<file path="config.mk">
export PLATFORM = sky130hd
export DESIGN_NAME = working_set_thrashing_control
export DESIGN_NICKNAME = d
export VERILOG_FILES = /design/src/hdl/wstc_pkg.sv /design/src/hdl/wstc_ram.sv /design/src/hdl/working_set_thrashing_control.sv
export SDC_FILE = /design/constraint.sdc
export NUM_CORES = 2
export LEC_CHECK = 0
export BUFFER_PORTS_ARGS = -buffer_cell sky130_fd_sc_hd__buf_4
export CORE_ASPECT_RATIO = 0.5
export CORE_MARGIN = 2
export CORE_UTILIZATION = 40
export DETAILED_ROUTE_END_ITERATION = 12
export PLACE_DENSITY = 0.63
export RECOVER_POWER = 50
export SYNTH_ARGS = -nofsm -noshare
export SYNTH_HDL_FRONTEND = slang
export SYNTH_SLANG_ARGS = --single-unit
</file>
<file path="constraint.sdc">
create_clock -name clk_i -period 11.7 [get_ports clk_i]
set_input_delay 1.755 -clock clk_i [delete_from_list [all_inputs] [get_ports clk_i]]
set_output_delay 1.755 -clock clk_i [all_outputs]
set_load 0.03 [all_outputs]
</file>
<file path="src/hdl/wstc_pkg.sv">
// ----------------------------------------------------------------------------
// wstc_pkg
// types and constants of the working set thrashing control block
// ----------------------------------------------------------------------------
package wstc_pkg;

  localparam int unsigned PID_W   = 6;
  localparam int unsigned CNT_W   = 32;
  localparam int unsigned CD_W    = 16;
  localparam int unsigned TOT_W   = 38;
  localparam int unsigned FREE_W  = 32;
  localparam int unsigned MASK_W  = 64;
  localparam int unsigned ACT_W   = 3;

  localparam logic [CD_W-1:0]  SLEEP_TICKS_RST = 16'd200;
  localparam logic [CNT_W-1:0] COUNT_MAX       = 32'hFFFF_FFFF;

  typedef enum logic [ACT_W-1:0] {
    ACT_START   = 3'd0,
    ACT_COUNT   = 3'd1,
    ACT_MARK    = 3'd2,
    ACT_END     = 3'd3,
    ACT_TICK    = 3'd4,
    ACT_QUERY   = 3'd5,
    ACT_UNBLOCK = 3'd6
  } action_e;

  typedef enum logic [2:0] {
    ST_IDLE,
    ST_EXEC,
    ST_SCAN,
    ST_VICTIM,
    ST_TICK,
    ST_TICK_OUT
  } state_e;

  typedef struct packed {
    logic              new_traced;
    logic              thrashing;
    logic [PID_W-1:0]  victim_id;
    logic              victim_blocked;
    logic [MASK_W-1:0] expired_mask;
    logic [CD_W-1:0]   remaining_ticks;
    logic              last;
  } out_beat_t;

endpackage

</file>
<file path="src/hdl/wstc_ram.sv">
// ----------------------------------------------------------------------------
// wstc_ram
// one write port, one read port memory with registered read data
// ----------------------------------------------------------------------------
module wstc_ram #(
  parameter int unsigned DEPTH = 64,
  parameter int unsigned WIDTH = 32
) (
  input  logic                     clk_i,
  input  logic                     we_i,
  input  logic [$clog2(DEPTH)-1:0] waddr_i,
  input  logic [WIDTH-1:0]         wdata_i,
  input  logic                     re_i,
  input  logic [$clog2(DEPTH)-1:0] raddr_i,
  output logic [WIDTH-1:0]         rdata_o
);

  logic [WIDTH-1:0] mem_q [DEPTH];
  logic [WIDTH-1:0] rdata_q;

  always_ff @(posedge clk_i) begin
    if (we_i) begin
      mem_q[waddr_i] <= wdata_i;
    end
  end

  always_ff @(posedge clk_i) begin
    if (re_i) begin
      rdata_q <= mem_q[raddr_i];
    end
  end

  assign rdata_o = rdata_q;

endmodule

</file>
<file path="src/hdl/working_set_thrashing_control.sv">
// ----------------------------------------------------------------------------
// working_set_thrashing_control
// working-set counting, thrashing victim selection and block countdowns
// ----------------------------------------------------------------------------
// Start, count entry, mark entry, query, unblock and unused actions are
// accepted and then finished after one memory read. A tick sweeps every process
// slot through the countdown memory. An end of pass without thrashing finishes
// after the same read; with thrashing each victim costs a full argmax sweep of
// the count memory through one shared comparator. Both stores are cleared by
// per-slot valid flags, so there is no clearing pass after reset. Input is
// taken only while the sequencer is idle; a finished result waits in the
// output register, and a stalled output stalls the sequencer only where it has
// a result to hand over.
// ----------------------------------------------------------------------------
module working_set_thrashing_control #(
  parameter int unsigned PROCESSES = 64
) (
  input  logic                        clk_i,
  input  logic                        rst_ni,
  input  logic                        cfg_we_i,
  input  logic [wstc_pkg::CD_W-1:0]   cfg_wdata_i,
  input  logic                        in_valid_i,
  output logic                        in_ready_o,
  input  logic [wstc_pkg::ACT_W-1:0]  action_i,
  input  logic [wstc_pkg::PID_W-1:0]  process_id_i,
  input  logic                        entry_valid_i,
  input  logic                        entry_swapped_i,
  input  logic                        entry_accessed_i,
  input  logic                        entry_traced_i,
  input  logic                        table_ready_i,
  input  logic [wstc_pkg::FREE_W-1:0] free_frames_i,
  input  logic [wstc_pkg::MASK_W-1:0] zombie_mask_i,
  output logic                        out_valid_o,
  input  logic                        out_ready_i,
  output logic                        new_traced_o,
  output logic                        thrashing_o,
  output logic [wstc_pkg::PID_W-1:0]  victim_id_o,
  output logic                        victim_blocked_o,
  output logic [wstc_pkg::MASK_W-1:0] expired_mask_o,
  output logic [wstc_pkg::CD_W-1:0]   remaining_ticks_o,
  output logic                        last_o
);

  import wstc_pkg::*;

  localparam int unsigned IW = $clog2(PROCESSES);
  localparam logic [IW:0] SLOT_END  = (IW+1)'(PROCESSES);
  localparam logic [IW:0] VIC_LAST  = (IW+1)'(PROCESSES - 1);
  localparam logic [PID_W:0] PID_END = (PID_W+1)'(PROCESSES);

  state_e state_q, state_d;

  // latched input beat
  action_e           act_q;
  logic [PID_W-1:0]  pid_q;
  logic              ev_q, es_q, ea_q, et_q, tr_q;
  logic [FREE_W-1:0] free_q;
  logic [MASK_W-1:0] zombie_q;

  logic [CD_W-1:0]      sleep_ticks_q;
  logic [TOT_W-1:0]     total_q;
  logic [PROCESSES-1:0] cnt_vld_q, cd_vld_q;

  logic [IW:0]      scan_q, nvic_q;
  logic             rd_pend_q;
  logic [IW-1:0]    rd_idx_q;
  logic [CNT_W-1:0] best_val_q;
  logic [IW-1:0]    best_idx_q;
  logic [MASK_W-1:0] exp_q;

  out_beat_t out_q, beat;
  logic      out_valid_q, emit, out_free;

  // memory ports
  logic             cnt_we, cnt_re, cd_we, cd_re;
  logic [IW-1:0]    cnt_waddr, cnt_raddr, cd_waddr, cd_raddr;
  logic [CNT_W-1:0] cnt_wdata, cnt_rdata;
  logic [CD_W-1:0]  cd_wdata, cd_rdata;

  // sequencer strobes
  logic in_acc, clr_counts, total_inc, scan_start, scan_rd, take_victim, cd_clr;

  // datapath values
  logic [IW-1:0]    idx;
  logic             pid_ok, free_slot, count_hit, mark_hit, total_gt, vic_last;
  logic             vic_block;
  logic [CNT_W-1:0] cnt_cur, scan_val;
  logic [CD_W-1:0]  cd_cur, tick_val;
  logic [TOT_W-1:0] total_after;

  wstc_ram #(.DEPTH(PROCESSES), .WIDTH(CNT_W)) u_cnt_ram (
    .clk_i   (clk_i),
    .we_i    (cnt_we),
    .waddr_i (cnt_waddr),
    .wdata_i (cnt_wdata),
    .re_i    (cnt_re),
    .raddr_i (cnt_raddr),
    .rdata_o (cnt_rdata)
  );

  wstc_ram #(.DEPTH(PROCESSES), .WIDTH(CD_W)) u_cd_ram (
    .clk_i   (clk_i),
    .we_i    (cd_we),
    .waddr_i (cd_waddr),
    .wdata_i (cd_wdata),
    .re_i    (cd_re),
    .raddr_i (cd_raddr),
    .rdata_o (cd_rdata)
  );

  assign in_acc   = in_valid_i && in_ready_o;
  assign out_free = !out_valid_q || out_ready_i;

  assign idx       = pid_q[IW-1:0];
  assign pid_ok    = {1'b0, pid_q} < PID_END;
  assign cnt_cur   = cnt_vld_q[idx] ? cnt_rdata : '0;
  assign cd_cur    = cd_vld_q[idx] ? cd_rdata : '0;
  assign free_slot = pid_ok && (cd_cur == '0);
  assign count_hit = free_slot && (ev_q || es_q) && et_q;
  assign mark_hit  = free_slot && tr_q && !et_q && (ev_q || es_q) && ea_q;
  assign total_gt  = total_q > {{(TOT_W-FREE_W){1'b0}}, free_q};

  // shared comparator operands
  assign scan_val    = cnt_vld_q[rd_idx_q] ? cnt_rdata : '0;
  assign tick_val    = cd_vld_q[rd_idx_q] ? cd_rdata : '0;
  assign total_after = total_q - {{(TOT_W-CNT_W){1'b0}}, best_val_q};
  assign vic_last    = !(total_after > {{(TOT_W-FREE_W){1'b0}}, free_q})
                       || (nvic_q == VIC_LAST);
  assign vic_block   = !zombie_q[best_idx_q];

  always_ff @(posedge clk_i or negedge rst_ni) begin
    if (!rst_ni) begin
      state_q <= ST_IDLE;
    end else begin
      state_q <= state_d;
    end
  end

  always_comb begin
    state_d     = state_q;
    in_ready_o  = 1'b0;
    emit        = 1'b0;
    beat        = '0;
    beat.last   = 1'b1;
    cnt_we      = 1'b0;
    cnt_waddr   = idx;
    cnt_wdata   = cnt_cur + 1'b1;
    cnt_re      = 1'b0;
    cnt_raddr   = process_id_i[IW-1:0];
    cd_we       = 1'b0;
    cd_waddr    = rd_idx_q;
    cd_wdata    = tick_val - 1'b1;
    cd_re       = 1'b0;
    cd_raddr    = process_id_i[IW-1:0];
    clr_counts  = 1'b0;
    total_inc   = 1'b0;
    scan_start  = 1'b0;
    scan_rd     = 1'b0;
    take_victim = 1'b0;
    cd_clr      = 1'b0;
    case (state_q)
      ST_IDLE: begin
        in_ready_o = 1'b1;
        if (in_valid_i) begin
          cnt_re  = 1'b1;
          cd_re   = 1'b1;
          state_d = ST_EXEC;
        end
      end
      ST_EXEC: begin
        case (act_q)
          ACT_END: begin
            if (total_gt) begin
              scan_start = 1'b1;
              state_d    = ST_SCAN;
            end else if (out_free) begin
              emit    = 1'b1;
              state_d = ST_IDLE;
            end
          end
          ACT_TICK: begin
            scan_start = 1'b1;
            state_d    = ST_TICK;
          end
          default: begin
            if (out_free) begin
              emit    = 1'b1;
              state_d = ST_IDLE;
              case (act_q)
                ACT_START: clr_counts = 1'b1;
                ACT_COUNT: begin
                  beat.new_traced = count_hit ? 1'b0 : et_q;
                  if (count_hit && (cnt_cur != COUNT_MAX)) begin
                    cnt_we    = 1'b1;
                    total_inc = 1'b1;
                  end
                end
                ACT_MARK:    beat.new_traced = mark_hit || et_q;
                ACT_QUERY:   beat.remaining_ticks = pid_ok ? cd_cur : '0;
                ACT_UNBLOCK: cd_clr = pid_ok;
                default: ;
              endcase
            end
          end
        endcase
      end
      ST_SCAN: begin
        cnt_raddr = scan_q[IW-1:0];
        if (scan_q != SLOT_END) begin
          cnt_re  = 1'b1;
          scan_rd = 1'b1;
        end else begin
          state_d = ST_VICTIM;
        end
      end
      ST_VICTIM: begin
        if (out_free) begin
          emit                = 1'b1;
          take_victim         = 1'b1;
          beat.thrashing      = 1'b1;
          beat.victim_id      = PID_W'(best_idx_q);
          beat.victim_blocked = vic_block;
          beat.last           = vic_last;
          cd_we               = vic_block;
          cd_waddr            = best_idx_q;
          cd_wdata            = sleep_ticks_q;
          if (vic_last) begin
            state_d = ST_IDLE;
          end else begin
            scan_start = 1'b1;
            state_d    = ST_SCAN;
          end
        end
      end
      ST_TICK: begin
        cd_raddr = scan_q[IW-1:0];
        if (scan_q != SLOT_END) begin
          cd_re   = 1'b1;
          scan_rd = 1'b1;
        end else begin
          state_d = ST_TICK_OUT;
        end
        if (rd_pend_q && (tick_val != '0)) begin
          cd_we = 1'b1;
        end
      end
      ST_TICK_OUT: begin
        if (out_free) begin
          emit              = 1'b1;
          beat.expired_mask = exp_q;
          state_d           = ST_IDLE;
        end
      end
      default: state_d = ST_IDLE;
    endcase
  end

  // input beat capture
  always_ff @(posedge clk_i) begin
    if (in_acc) begin
      act_q    <= action_e'(action_i);
      pid_q    <= process_id_i;
      ev_q     <= entry_valid_i;
      es_q     <= entry_swapped_i;
      ea_q     <= entry_accessed_i;
      et_q     <= entry_traced_i;
      tr_q     <= table_ready_i;
      free_q   <= free_frames_i;
      zombie_q <= zombie_mask_i;
    end
  end

  always_ff @(posedge clk_i or negedge rst_ni) begin
    if (!rst_ni) begin
      sleep_ticks_q <= SLEEP_TICKS_RST;
    end else if (cfg_we_i) begin
      sleep_ticks_q <= cfg_wdata_i;
    end
  end

  // running total and slot valid flags
  always_ff @(posedge clk_i or negedge rst_ni) begin
    if (!rst_ni) begin
      total_q   <= '0;
      cnt_vld_q <= '0;
      cd_vld_q  <= '0;
    end else begin
      if (clr_counts) begin
        total_q   <= '0;
        cnt_vld_q <= '0;
      end else if (total_inc) begin
        total_q <= total_q + 1'b1;
      end else if (take_victim) begin
        total_q               <= total_after;
        cnt_vld_q[best_idx_q] <= 1'b0;
      end
      if (cnt_we) begin
        cnt_vld_q[cnt_waddr] <= 1'b1;
      end
      if (cd_we) begin
        cd_vld_q[cd_waddr] <= 1'b1;
      end else if (cd_clr) begin
        cd_vld_q[idx] <= 1'b0;
      end
    end
  end

  // sweep counter and read tracking
  always_ff @(posedge clk_i or negedge rst_ni) begin
    if (!rst_ni) begin
      scan_q    <= '0;
      nvic_q    <= '0;
      rd_pend_q <= 1'b0;
    end else begin
      rd_pend_q <= scan_rd;
      if (scan_start) begin
        scan_q <= '0;
      end else if (scan_rd) begin
        scan_q <= scan_q + 1'b1;
      end
      if (in_acc) begin
        nvic_q <= '0;
      end else if (take_victim) begin
        nvic_q <= nvic_q + 1'b1;
      end
    end
  end

  // argmax and expiry accumulation
  always_ff @(posedge clk_i) begin
    if (scan_rd) begin
      rd_idx_q <= scan_q[IW-1:0];
    end
    if (rd_pend_q && (state_q == ST_SCAN)) begin
      if ((rd_idx_q == '0) || (scan_val > best_val_q)) begin
        best_val_q <= scan_val;
        best_idx_q <= rd_idx_q;
      end
    end
    if (scan_start && (act_q == ACT_TICK)) begin
      exp_q <= '0;
    end else if (rd_pend_q && (state_q == ST_TICK) && (tick_val == CD_W'(1))) begin
      exp_q[rd_idx_q] <= 1'b1;
    end
  end

  // output register
  always_ff @(posedge clk_i or negedge rst_ni) begin
    if (!rst_ni) begin
      out_valid_q <= 1'b0;
    end else if (emit) begin
      out_valid_q <= 1'b1;
    end else if (out_ready_i) begin
      out_valid_q <= 1'b0;
    end
  end

  always_ff @(posedge clk_i) begin
    if (emit) begin
      out_q <= beat;
    end
  end

  assign out_valid_o       = out_valid_q;
  assign new_traced_o      = out_q.new_traced;
  assign thrashing_o       = out_q.thrashing;
  assign victim_id_o       = out_q.victim_id;
  assign victim_blocked_o  = out_q.victim_blocked;
  assign expired_mask_o    = out_q.expired_mask;
  assign remaining_ticks_o = out_q.remaining_ticks;
  assign last_o            = out_q.last;

endmodule

</file>
After elaboration in Yosys (flattened, before gate mapping):

Memory sizes are Yosys's and may differ from the RTL's. A register that Yosys moved wholly into a read port is not among the register bits.
Index checks and enable logic that the tools add are counted.

* RAM bits: 3072
* bits of input ports: 131
* output and inout bits: 92
* word-level logic and storage cells: 213
* memories: 2
* flip-flop bits (word level): 509

Memories
* u_cnt_ram.mem_q: depth 64, width 32, rd ports 1, clocked after memory_dff 1, wr ports 1, line wstc_ram.sv:18 `logic [WIDTH-1:0] mem_q [DEPTH];`
* u_cd_ram.mem_q: depth 64, width 16, rd ports 1, clocked after memory_dff 1, wr ports 1, line wstc_ram.sv:18

* $lt $le $gt $ge: 11
* $add $sub $neg: 6
* equal/unequal tests: 19
* bitwise operators: 10
* reductions and logical operators: 45
* mux-type cells: 91

Operators with widths (number)
* 2-to-1 mux 64 bit: 6
* bitwise OR 64 bit: 3
* bitwise AND 64 bit: 2
* NOT 64 bit: 2
* 2-to-1 mux 38 bit: 3
* greater-than comparator 38 x 32 -> 1 bit: 2
* 2-to-1 mux 16 bit: 4
* 2-to-1 mux 32 bit: 2
* 2-to-1 mux 1 bit: 41
* adder 38 x 1 -> 38 bit (second input constant): 1
* subtractor 38 x 32 -> 38 bit: 1
* adder 32 x 1 -> 32 bit (second input constant): 1
* greater-than comparator 32 bit: 1
* != test 32 bit (second input constant): 1
* binary-select mux 1 bit (select 6 bit): 5
* < comparator 6 x 7 -> 1 bit (second input constant): 4
* 2-to-1 mux 7 bit: 4
* demux 1 bit (select 6 bit): 4
* >= comparator 6 x 1 -> 1 bit (second input constant): 4
* 2-to-1 mux 6 bit: 4
* 2-to-1 mux 3 bit: 6
* one-hot mux 3 bit (6 select lines): 1
* logical AND 1 bit: 17
* == test 16 x 1 -> 1 bit (second input constant): 1
* 26 further kinds: 62

Depth between registers and ports, before layout:

* depth after elaboration: 16
* mapped depth: 23
* depth with buffers taken out: 21

Hierarchy:

Synthesis repeated with hierarchy kept, for this count alone.

* cell total of the unflattened synthesis: 7952
* area, all modules: 147651.6 µm²

Modules (own cells, without submodules)
* wstc_ram (u_cnt_ram): instances 1, cells an instance 3324, sequential area each 62459.9 µm², area an instance 78835.6 µm²
* wstc_ram (u_cd_ram): instances 1, cells an instance 1820, sequential area each 31230.0 µm², area an instance 40138.5 µm²
* working_set_thrashing_control: instances 1, cells an instance 2808, sequential area each 13641.8 µm², area an instance 28677.5 µm²

Least setup slack after synthesis:

Ideal clock, no wire load.

* kind: input -> register
* start point: input out_ready_i
* end point: register out_valid_q (netlist: out_valid_o)
* buffers on the path: 0
* setup time: 0.107 ns
* arrival: 9.372 ns
* stages on the path: 4
* setup slack: 2.221 ns
* data required time: 11.593 ns
* path through: nor2b_1 > nand2b_1 > a211oi_1 > or2_2

* longest elaborated chain between the ends: 6
* elaborated cells on any way between the ends: 7
* those cells by class: mux: 5; reduce/logical: 2

RTL lines
* start, declared: line working_set_thrashing_control.sv:34 `input logic out_ready_i,`
* logical OR 1 bit (*): line working_set_thrashing_control.sv:112 `assign out_free = !out_valid_q || out_ready_i;`
* 2-to-1 mux 1 bit (*)
* 2-to-1 mux 1 bit: line working_set_thrashing_control.sv:173 `if (total_gt) begin`
* one-hot mux 1 bit (2 select lines): line working_set_thrashing_control.sv:171 `case (act_q)`
* one-hot mux 1 bit (2 select lines) (*): line working_set_thrashing_control.sv:161 `case (state_q)`
* net emit: line working_set_thrashing_control.sv:72 `logic out_valid_q, emit, out_free;`
* 2-to-1 mux 1 bit or nonzero test 2 bit (tied branches)
* end signal, assigned: line working_set_thrashing_control.sv:350 `out_valid_q <= 1'b0;`
* end signal, assigned: line working_set_thrashing_control.sv:352 `out_valid_q <= 1'b1;`
* end signal, assigned: line working_set_thrashing_control.sv:354 `out_valid_q <= 1'b0;`
* end, declared: line working_set_thrashing_control.sv:72

The timed path passes the listed nets; every way through them passes the cells marked *.
A chain may end at the register's enable or synchronous reset.

Worst setup path in the final report:

* start point: input out_ready_i
* end point: memory u_cd_ram.mem_q[40][12] in the netlist's numbering (enable)

* longest elaborated chain between the ends: 5
* elaborated cells on any way between the ends: 7
* those cells by class: mux: 6; reduce/logical: 1

RTL lines
* logical OR 1 bit (*): line working_set_thrashing_control.sv:112
* 2-to-1 mux 1 bit: line working_set_thrashing_control.sv:217 `if (out_free) begin`
* one-hot mux 1 bit (2 select lines): line working_set_thrashing_control.sv:161
* 2-to-1 mux 1 bit: line wstc_ram.sv:22 `if (we_i) begin`
* 2-to-1 mux 1 bit (not written as such): line wstc_ram.sv:23 `mem_q[waddr_i] <= wdata_i;`
* end, declared: line wstc_ram.sv:18

Every way passes the cells marked *; elsewhere a longest branch is shown, timed or not.

==> impl_metrics.env <==
export IMPL_status="complete, but fails checks"
export IMPL_violations="max-capacitance violations, max-slew violations"
export IMPL_postCtsSetupBuffers=0
export IMPL_holdPathEnd="exp_q[12]"
export IMPL_clkSinkCount=3629
export IMPL_pin_count=223
export IMPL_max_freq_ghz=0.106
export IMPL_grt_pass1_vias=79900
export IMPL_drt_iter0_drc=11600
export IMPL_synth_top_family_by_area="multiplexers"
export IMPL_clkLatencyLatePin_ns=0.95
export IMPL_placed_cell_area_sq_um=157000
export IMPL_synth_distinct_cells=90
export IMPL_vias=82200
export IMPL_syn_num_nets=8507
export IMPL_grt_util_all_layers_pct=21.4
export IMPL_hpwl_um=249000
export IMPL_yosys_register_bits=3629
export IMPL_p_comb_share_pct=23.0
export IMPL_powerDensity_nw_per_um2=217
export IMPL_ys_flop_type="edfxtp_1"
export IMPL_yosys_area_top_type="edfxtp_1"
export IMPL_syn_inst=8239
export IMPL_drc_errors=0
export IMPL_cp_slowest_cell="clkbuf_1"
export IMPL_path_class="input pin to flip-flop"
export IMPL_syn_area_per_cell_sq_um=17.9
export IMPL_power_switching_share_pct=31.4
export IMPL_cts_root_buffer="clkbuf_16"
export IMPL_ctsResizeCount=0
export IMPL_tns_ns=0
export IMPL_seqCellArea_sq_um=107000
export IMPL_cp_buffers_inverters=6
export IMPL_critPathCaptureType="flip-flop"
export IMPL_cts_tree="done"
export IMPL_critPathTopFamily="buffers and inverters"
export IMPL_fillCellCount=31100
export IMPL_synthTopCellsByArea="edfxtp_1, mux4_2, dfrtp_1, nand2_1, and2_1"
export IMPL_area_growth_pct=12.9
export IMPL_die_area_sq_um=375000
export IMPL_p_clk_share_pct=30.7
export IMPL_dr_pass1_iters=6
export IMPL_rsz0062_at_grt="no"
export IMPL_io_buffers=222
export IMPL_grt_overflow=0
export IMPL_hold_start="exp_q[12]"
export IMPL_fp_dieW_um=864
export IMPL_core_area_sq_um=367000
export IMPL_synth_edf_count=3364
export IMPL_crit_path_start_kind="input pin"
export IMPL_timing_final_ws_setup_ns=2.23
export IMPL_p_seq_share_pct=46.2
export IMPL_timing_max_cap_violations=57
export IMPL_ys_warn_count=0
export IMPL_stdcell_area_sq_um=167000
export IMPL_hold_viol=0
export IMPL_wirelength_um=413000
export IMPL_cpMostUsedCell="clkbuf_1"
export IMPL_cts_made_buffers=337
export IMPL_critPathRequiredTime_ns=12.28
export IMPL_vdd_ir_drop_max_mv=0.308
export IMPL_r2r_end="u_cd_ram.mem_q[21][10]"
export IMPL_die_y_um=434
export IMPL_setup_viol=0
export IMPL_ant_nets=0
export IMPL_grt_start_max_net_pins=136
export IMPL_finClkSkew_ns=0.0846
export IMPL_initial_core_util_pct=40.3
export IMPL_r2r_start="rd_idx_q[2]"
export IMPL_post_route_util_pct=45.5
export IMPL_vias_per_cell=5.99
export IMPL_clkTransAtPathRegs_ns=0.07
export IMPL_wl_per_cell_um=30.1
export IMPL_synth_top_area_share_pct=68.4
export IMPL_cts_buffer_depth=4
export IMPL_maxSlewViolCount=2650
export IMPL_cts_hold_buf=0
export IMPL_cts_htree_levels=5
export IMPL_gp_congestion=0.925
export IMPL_holdCritPathClass="flip-flop to flip-flop"
export IMPL_period_needed_ns=9.47
export IMPL_leakage_nw=53.3
export IMPL_hold_depth=2
export IMPL_fin_crit_sh_pct=81.0
export IMPL_async_flop_share_pct=5.54
export IMPL_antenna_found_initial=23
export IMPL_switchingPower_mw=11.3
export IMPL_synthSimpleGateAreaFrac_pct=5.07
export IMPL_cp_max_fo=49
export IMPL_final_nets=8784
export IMPL_grt_pass1_wl_um=585000
export IMPL_crit_chain="clkbuf_4 > nor2b_1 > nand2b_1 > or2_2 > clkbuf_1 > inv_1 > clkbuf_1 > nor2_1 > a31oi_2 > clkbuf_1 > nor3_1 > buf_4"
export IMPL_netlist_area_sq_um=148000
export IMPL_tightest_slew_ns=4.74
export IMPL_reg2reg_depth=15
export IMPL_rows=157
export IMPL_slowest_delay_ns=2.04
export IMPL_drive_gt1_share_pct=20.0
export IMPL_synth_mux_area_fraction_pct=12.8
export IMPL_place_ws_ns=4.15
export IMPL_internal_power_mw=24.8
export IMPL_worstPathArrival_ns=10.05
export IMPL_synthAdderAreaFrac_pct=1.17
export IMPL_synth_xor_area_share_pct=0.474
export IMPL_synth_compound_area_share_pct=6.14
export IMPL_rrSetupSlack_ns=2.26
export IMPL_maxSlewHeadroom_pct=-216
export IMPL_synth_seq_area_share_pct=72.6
export IMPL_multi_input_area_sq_um=39100
[kinds of logic (layout without fill, tap and decap cells)]
family,after synthesis,after routing
XOR/XNOR,80,80
buffers and inverters,631,1175
flip-flops,3629,3629
AO/OA/AOI/OAI,1351,1351
adder cells (fa/ha/maj),137,137
multiplexers,893,893
AND/OR/NAND/NOR,1518,1518
other,0,13
[tightest hold or removal path, delay by kind of cell (launching register included)]
kind               cells  cell delay, ns
AOI/OAI and AO/OA      2            0.13
DFF                    1            0.32
[per-layer routing]
metal	vias to the layer above	track usage, %	part of all wire, %
li1	34000	-	-
met4	0	6.71	3.4
met1	43300	30.4	40
met3	650	3.81	9.3
met5	-	0	0
met2	4131	33.8	47
[power by group through the flow]
stage	Clock [mW]	Combinational, mW	Sequential, mW
2_1_floorplan	0	4.59	17.0
3_3_place_gp	0	8.37	16.8
3_5_place_dp	0	8.50	16.8
4_1_cts	11.2	8.52	16.6
5_1_grt	11.7	8.78	16.7
6_report	11.1	8.33	16.7
[metrics by stage]
step           instances  hold WS (ns)  total power, mW
3_3_place_gp       13100         0.470             25.2
2_1_floorplan       8239         0.421             21.5
3_5_place_dp       13100         0.481             25.3
4_1_cts            13700         0.497             36.3
5_1_grt            13700         0.521             37.2
6_report           13700         0.494             36.1
[final cells by class]
type	instances	share of cell area [%]
sequential	3629	64.4
clock buffer	427	5.46
multi-input combinational	3979	23.4
clock inverter	179	1.07
timing repair buffer	437	1.68
inverter	132	0.298
tap	4929	3.70
antenna	13	0.0195
[state kept, by name, indices dropped and copies added (netlist names), 6 cells and up]
name	cells
cnt_waddr	6
expired_mask_o	64
u_cd_ram.mem_q	1024
best_idx_q	6
total_q	38
scan_q	7
nvic_q	7
exp_q	64
zombie_q	64
cnt_vld_q	64
u_cnt_ram.rdata_o	32
free_q	32
remaining_ticks_o	16
rd_idx_q	6
best_val_q	32
u_cnt_ram.mem_q	2048
cd_vld_q	64
sleep_ticks_q	16
u_cd_ram.rdata_o	16
victim_id_o	6
[layout by cell type (no fill, tap or decap), drive strengths merged, types with 16 or more instances in the layout]
cell type | synthesis | layout
a211oi | 251 | 251
a21o | 19 | 19
a21oi | 356 | 356
a221oi | 19 | 19
a22oi | 109 | 109
a2bb2oi | 57 | 57
a311oi | 99 | 99
a31oi | 199 | 199
and2 | 324 | 324
and3 | 43 | 43
buf | 178 | 155
bufinv | 0 | 33
clkbuf | 321 | 709
clkinv | 2 | 129
dfrtp | 198 | 198
dfxtp | 64 | 64
edfxtp | 3364 | 3364
ha | 136 | 136
inv | 130 | 136
mux2 | 44 | 44
mux2i | 59 | 59
mux4 | 790 | 790
nand2 | 560 | 560
nand2b | 28 | 28
nand3 | 54 | 54
nand4 | 44 | 44
nor2 | 229 | 229
nor2b | 16 | 16
nor3 | 114 | 114
o21ai | 109 | 109
or3 | 24 | 24
xnor2 | 39 | 39
xor2 | 41 | 41
[cells in the mapped netlist, drive strengths merged, types with 19 or more instances]
cell type,number
edfxtp,3364
mux4,790
nand2,560
a21oi,356
and2,324
clkbuf,321
a211oi,251
nor2,229
a31oi,199
dfrtp,198
buf,178
ha,136
inv,130
nor3,114
a22oi,109
o21ai,109
a311oi,99
dfxtp,64
mux2i,59
a2bb2oi,57
nand3,54
mux2,44
nand4,44
and3,43
xor2,41
xnor2,39
nand2b,28
or3,24
a21o,19
a221oi,19
[worst max-delay path by stage]
stage               depth (start not counted)         start                       to
finish                                     12   out_ready_i   u_cd_ram.mem_q[40][12]
global route                               12   out_ready_i   u_cd_ram.mem_q[40][13]
CTS                                        17  cnt_waddr[0]  u_cnt_ram.mem_q[36][12]
detailed placement                         17  cnt_waddr[2]  u_cnt_ram.mem_q[32][25]
global placement                           17  cnt_waddr[2]  u_cnt_ram.mem_q[37][20]
floorplan                                   4   out_ready_i              out_valid_o
(Power assumes the default switching activity.)
